### src/sv/phbf_pkg.sv
// Shared constants and types for the pixel HSV fade blend block.
// No dependencies; compiled first.
package phbf_pkg;

   localparam int IDX_W  = 10;
   localparam int OFS_W  = 11;
   localparam int BYTE_W = 8;
   localparam int CNT_W  = 11;

   localparam logic [CNT_W-1:0]  COUNT_RESET   = 11'd1024;
   localparam logic [BYTE_W-1:0] SECTION_STEPS = 8'd86;
   localparam logic [BYTE_W-1:0] BYTE_MAX      = 8'd255;
   localparam logic [OFS_W-1:0]  OFFSET_BLACK  = 11'h7FF;

   // x / 86 == (x * DIV86_MUL) >> DIV86_SHIFT for x below 2^15
   localparam logic [14:0] DIV86_MUL   = 15'd24386;
   localparam int          DIV86_SHIFT = 21;

   typedef struct packed {
      logic             start;
      logic [CNT_W-1:0] dividend;
      logic [CNT_W-1:0] divisor;
   } mod_req_type;

   typedef struct packed {
      logic             done;
      logic [CNT_W-1:0] remainder;
   } mod_sts_type;

endpackage

### src/sv/phbf_mod_unit.sv
// Iterative restoring remainder unit, one quotient bit per cycle.
// Depends on phbf_pkg for the request and status structs.
module phbf_mod_unit (
   input  logic                  clock,
   input  logic                  reset,
   input  phbf_pkg::mod_req_type ctl,
   output phbf_pkg::mod_sts_type sts
);
   import phbf_pkg::*;

   localparam int STEP_W = $clog2(CNT_W + 1);

   logic              busy_ff;
   logic              done_ff;
   logic [STEP_W-1:0] step_ff;
   logic [CNT_W-1:0]  mag_ff;
   logic [CNT_W-1:0]  div_ff;
   logic [CNT_W-1:0]  rem_ff;
   logic [CNT_W:0]    trial;
   logic [CNT_W:0]    diff;

   assign trial = {rem_ff, mag_ff[CNT_W-1]};
   assign diff  = trial - {1'b0, div_ff};

   always_ff @(posedge clock) begin
      if (reset) begin
         busy_ff <= 1'b0;
         done_ff <= 1'b0;
         step_ff <= '0;
      end else begin
         done_ff <= !ctl.start && busy_ff && (step_ff == STEP_W'(CNT_W - 1));
         if (ctl.start) begin
            busy_ff <= 1'b1;
            step_ff <= '0;
         end else if (busy_ff) begin
            if (step_ff == STEP_W'(CNT_W - 1)) begin
               busy_ff <= 1'b0;
            end
            step_ff <= step_ff + 1'b1;
         end
      end
   end

   always_ff @(posedge clock) begin
      if (ctl.start) begin
         mag_ff <= ctl.dividend;
         div_ff <= ctl.divisor;
         rem_ff <= '0;
      end else if (busy_ff) begin
         mag_ff <= {mag_ff[CNT_W-2:0], 1'b0};
         // borrow means the trial stays below the divisor
         rem_ff <= diff[CNT_W] ? trial[CNT_W-1:0] : diff[CNT_W-1:0];
      end
   end

   assign sts.done      = done_ff;
   assign sts.remainder = rem_ff;

endmodule

### config.mk
export PLATFORM = sky130hd
export DESIGN_NAME = phbf_mod_unit
export DESIGN_NICKNAME = d
export VERILOG_FILES = /design/src/sv/phbf_pkg.sv /design/src/sv/phbf_mod_unit.sv
export SDC_FILE = /design/constraint.sdc
export NUM_CORES = 1
export LEC_CHECK = 0
export BUFFER_PORTS_ARGS = -buffer_cell sky130_fd_sc_hd__buf_4
export CAP_MARGIN = 0
export CORE_MARGIN = 8
export CORE_UTILIZATION = 53
export CTS_BUF_LIST = sky130_fd_sc_hd__clkbuf_4
export CTS_CLUSTER_DIAMETER = 120
export CTS_CLUSTER_SIZE = 30
export DETAILED_ROUTE_END_ITERATION = 8
export GPL_ROUTABILITY_DRIVEN = 0
export GPL_TIMING_DRIVEN = 1
export PLACE_DENSITY = 0.76
export SYNTH_ARGS = -nofsm -noshare
export SYNTH_HDL_FRONTEND = slang
export SYNTH_SLANG_ARGS = --single-unit
### constraint.sdc
create_clock -name clock -period 3.5 [get_ports clock]
set_clock_uncertainty 0.2 [all_clocks]
set_input_delay 0.175 -clock clock [delete_from_list [all_inputs] [get_ports clock]]
set_output_delay 0.175 -clock clock [all_outputs]
set_load 0.1 [all_outputs]
# ---- After elaboration in Yosys (flattened, before gate mapping)
# Cells that the tools add are included.
dict set report word_totals {
  register_bits 39
  output_inout_bits 12
  elab_cells 20
}
dict set report classes {
  addsub 2
  eq_ne 1
  n_mux 6
  n_reduce_logical 5
}
# cell count
set ops {}
lappend ops {{$mux W11} 3}
lappend ops {{$sub A12 B11 Y12} 1}
lappend ops {{$add A4 B1 Y4 const B} 1}
lappend ops {{$eq A4 B4 Y1 const B} 1}
lappend ops {{$mux W1} 3}
lappend ops {{$logic_and A1 B1 Y1} 2}
lappend ops {{$reduce_bool A2 Y1} 1}
lappend ops {{$reduce_or A2 Y1} 1}
lappend ops {{$logic_not A1 Y1} 1}

# ---- Logic depth before layout (Yosys ltp)
dict set report depth {
  ltp_word 4
  mapped_depth 10
}

# ---- Least setup slack after synthesis
# OpenSTA, ideal clock, no wires.
dict set report synth_path {
  kind {reg-to-reg}
  from {reg rem_ff[7]}
  to {reg rem_ff[6]}
  setup_time_ns 0.135
  arrival_ns 2.679
  required_ns 3.165
  setup_slack_ns 0.486
  stages_incl_launch_ff 10
  n_path_buf 2
  synth_period_minus_slack_ns 3.014
  path_cell_list {dfxtp_1 -> ha_1 -> buf_6 -> a21oi_2 -> o21ai_1 -> or2_4 -> or3_1 -> buf_2 -> a211oi_1 -> nor4_1}
}
dict set report synth_between {
  elab_chain_len 2
}
# item line
set synth_lines {}
lappend synth_lines {{from (decl)} phbf_mod_unit.sv:18} ;# logic [CNT_W-1:0] rem_ff;
lappend synth_lines {{from (signal assigned)} phbf_mod_unit.sv:52} ;# rem_ff <= diff[CNT_W] ? trial[CNT_W-1:0] : diff[CNT_W-1:0];
lappend synth_lines {{$sub A12 B11 Y12} phbf_mod_unit.sv:23} ;# assign diff = trial - {1'b0, div_ff};
lappend synth_lines {{$mux W11} phbf_mod_unit.sv:52}
# Every way passes these cells.
# A chain may end at the register's enable or synchronous reset.

# ---- Final worst setup path
dict set report layout_path {
  from {reg rem_ff[1]}
  to {reg rem_ff[4]}
}
# The elaborated chain is that of the path after synthesis.

==> impl_metrics.py <==
metrics = {
    "die": {
        "die_h_um": 80.8,
        "rows": 23,
        "core-area_um2": 4030,
        "dieArea_um2": 6530,
        "die_w_um": 80.8,
        "initial_core_util": 0.552,
        "boundaryPins": 37,
    },
    "timing": {
        "period_needed_ns": 2.80,
        "setup_ws_ns": 0.699,
        "setup_tns_ns": 0,
        "slew_headroom": 0.482,
        "rsz0062_at_grt": "false",
        "setup-violations-final": 0,
        "slew_violations": 0,
        "tightest_slew_ns": 0.776,
        "finalHoldViolCount": 0,
        "clock.fmax_mhz": 357,
        "fin_crit_sh": 0.800,
        "holdWs_ns": 0.0693,
    },
    "min_path": {
        "min_to": "div_ff[1]",
        "hold_depth": 1,
        "hp-start": "ctl[22]",
        "worstHoldPathType": "in -> reg",
    },
    "clock_network": {
        "cts_resized": 0,
        "clock_tree.root_cell": "clkbuf_4",
        "clockBufferDepth": 2,
        "postCtsHoldBufs": 23,
        "tritoncts": "yes",
        "htreeDepth": 2,
        "clkTransAtPathRegs_ns": 0.13,
        "cts_buffers": 5,
        "clock-sinks": 39,
        "post_cts_buffers": 0,
        "clock_latency_ns": 0.36,
    },
    "grt": {
        "grt_pass1_vias": 1857,
        "gr-max-usage-layer": "met2",
        "grt.met3_usage": 0.0364,
        "grt_max_degree": 42,
        "grt.overflow.total": 0,
        "antenna_found_initial": 0,
        "grt_pass1_wl_mm": 8.63,
        "grtUsageMet2": 0.249,
        "grtUsageTotal": 0.167,
        "met1_usage": 0.220,
    },
    "routing": {
        "viasPerCell": 5.81,
        "drt_iter0_drc": 159,
        "route.detailed.drc": 0,
        "routedWlPerCell_um": 15.9,
        "vias": 1901,
        "drtPass1Iterations": 4,
        "wl_mm": 5.19,
        "ant_nets": 0,
    },
    "placement": {
        "place_ws_ns": 0.818,
        "port_buffers": 36,
        "dp_hpwl_mm": 3.54,
        "dp.cells": 296,
    },
    "power_and_ir_drop": {
        "cellPowerDensity_nw_per_um2": 434,
        "p_leak_nw": 1.15,
        "peakVddDrop_v": 0.000299,
        "finalPower_mw": 1.21,
    },
    "synth": {
        "synthTopCellsByArea": "edfxtp_1 30%, dfxtp_1 15%, ha_1 7.3%",
        "synth_nets": 259,
        "ys.flop_type": "edfxtp_1",
        "yosysTopAreaCell": "edfxtp_1",
        "netlist-cell-type-count": 51,
        "synth_warnings": 0,
        "synth_edf_count": 22,
        "mappedNetlistArea_um2": 2230,
        "seq_area_frac_synth": 0.450,
        "syn_area_per_cell_um2": 10.1,
        "async_reset_ff_frac": 0,
        "synth_seq_cells": 39,
        "syn_inst": 220,
        "synth_top_area_share": 0.297,
    },
    "worst_setup_path": {
        "crit_fanout": 11,
        "start_kind": "flip-flop",
        "critical_path_class": "reg -> reg",
        "r2r_cells": 7,
        "reg2reg_from": "rem_ff[1]",
        "rrSetupSlack_ns": 0.70,
        "end_kind": "flip-flop",
        "path_cells": "ha_1 > o211ai_2 > a21oi_4 > o21ai_1 > a21boi_1 > or4_1 > a311oi_1",
        "cp_data_arrival_time_ns": 2.87,
        "cp_slowest_cell": "or4_1",
        "critPathMaxStageDelay_ns": 0.59,
        "reg2reg_to": "rem_ff[4]",
        "critPathRequiredTime_ns": 3.56,
    },
    "run": {
        "drv_cap": 0,
    },
    "layout": {
        "area_growth_pct": 25.5,
        "layout.nets": 315,
        "drive_above_1_share": 0.227,
        "final_cells": 327,
        "n_antenna_cell": 0,
    },
    "run_status": {
        "outcome": "finished clean",
    },
}
critical path, delay by kind of cell, from the launching register on:
family	cells	cell delay, ns
and+or+nand+nor	1	0.59
AOI/OAI and AO/OA	5	1.14
adders and majority gates	1	0.39
DFF	1	0.38
how the worst max path moves through the flow:
stage               cells after the start  startpoint         to
floorplan                               9   rem_ff[7]  rem_ff[6]
global placement                       10  mag_ff[10]  rem_ff[6]
detailed placement                      7   rem_ff[1]  rem_ff[4]
CTS                                     7   rem_ff[1]  rem_ff[4]
global route                            7   rem_ff[2]  rem_ff[6]
finish                                  7   rem_ff[1]  rem_ff[4]
synthesized netlist by cell type (2+ instances only):
cell       number
a2111oi_0       3
a211oi_1        4
a21o_1          2
a21oi_1         8
a311oi_1        6
a31oi_1         2
buf_2           3
buf_4           2
clkbuf_1        5
dfxtp_1        17
edfxtp_1       22
ha_1           13
inv_1          19
mux2_2         10
nand2_1         8
nand2b_1        2
nand3_1         7
nand4_1         7
nor2_1         24
nor3_1          4
nor4_1          3
o211ai_1        2
o21ai_0         6
o21ai_1         5
o21bai_1        2
o311a_1         2
or3_1           2
xnor2_1         4
xor2_1          4
layout by cell type, fill, tap and decap left out, types with 7 or more instances in the layout:
cell type and count:
dlygate4sd3_1 23, inv_1 19, nand2_1 8, a21oi_1 8
nand3_1 7, mux2_2 10, buf_4 37, dfxtp_1 17
edfxtp_1 22, nand4_1 7, nor2_1 24, ha_1 13
registers in the layout, indices dropped and copies added (netlist names):
| name | count |
|---|---|
| rem_ff | 11 |
| done_ff | 1 |
| div_ff | 11 |
| step_ff | 4 |
| mag_ff | 11 |
| busy_ff | 1 |
stage by stage:
stage / cell area, µm² / utilization
5_1_grt: 2790 / 0.693
6_report: 2790 / 0.693
4_1_cts: 2790 / 0.693
3_3_place_gp: 2510 / 0.622
2_1_floorplan: 2230 / -
3_5_place_dp: 2510 / 0.622
area by class of cell:
class,count,area (µm²)
clock buffers,6,45.0
multi-input cells,151,1090
fillers,345,1230
inverters,19,71.3
repair buffers,60,508
flip-flops and latches,39,1000
well taps,50,62.6
clock inverters,2,12.5
cells by family after synthesis:
kind of cell / Yosys count / synth area share
xor+xnor: 8 / 0.0315
simple gates: 66 / 0.150
mux: 10 / 0.0506
fa+ha+maj: 14 / 0.0821
compound gates: 53 / 0.178
buf+inv: 30 / 0.0590
flops: 39 / 0.450
metal layers:
| layer | vias up | wire, µm |
|---|---|---|
| li1 | 929 | - |
| met1 | 878 | 2140 |
| met2 | 79 | 2470 |
| met3 | 15 | 428 |
| met4 | 0 | 145 |
| met5 | - | 0 |
where the power goes:
| part | switching [mW] | leakage (nW) | internal, mW |
|---|---|---|---|
| Sequential | 0.0295 | 0.358 | 0.527 |
| Combinational | 0.261 | 0.765 | 0.150 |
| Clock | 0.160 | 0.0317 | 0.0853 |
| Total | 0.450 | 1.15 | 0.762 |
Power figures use the tool's default switching activity.
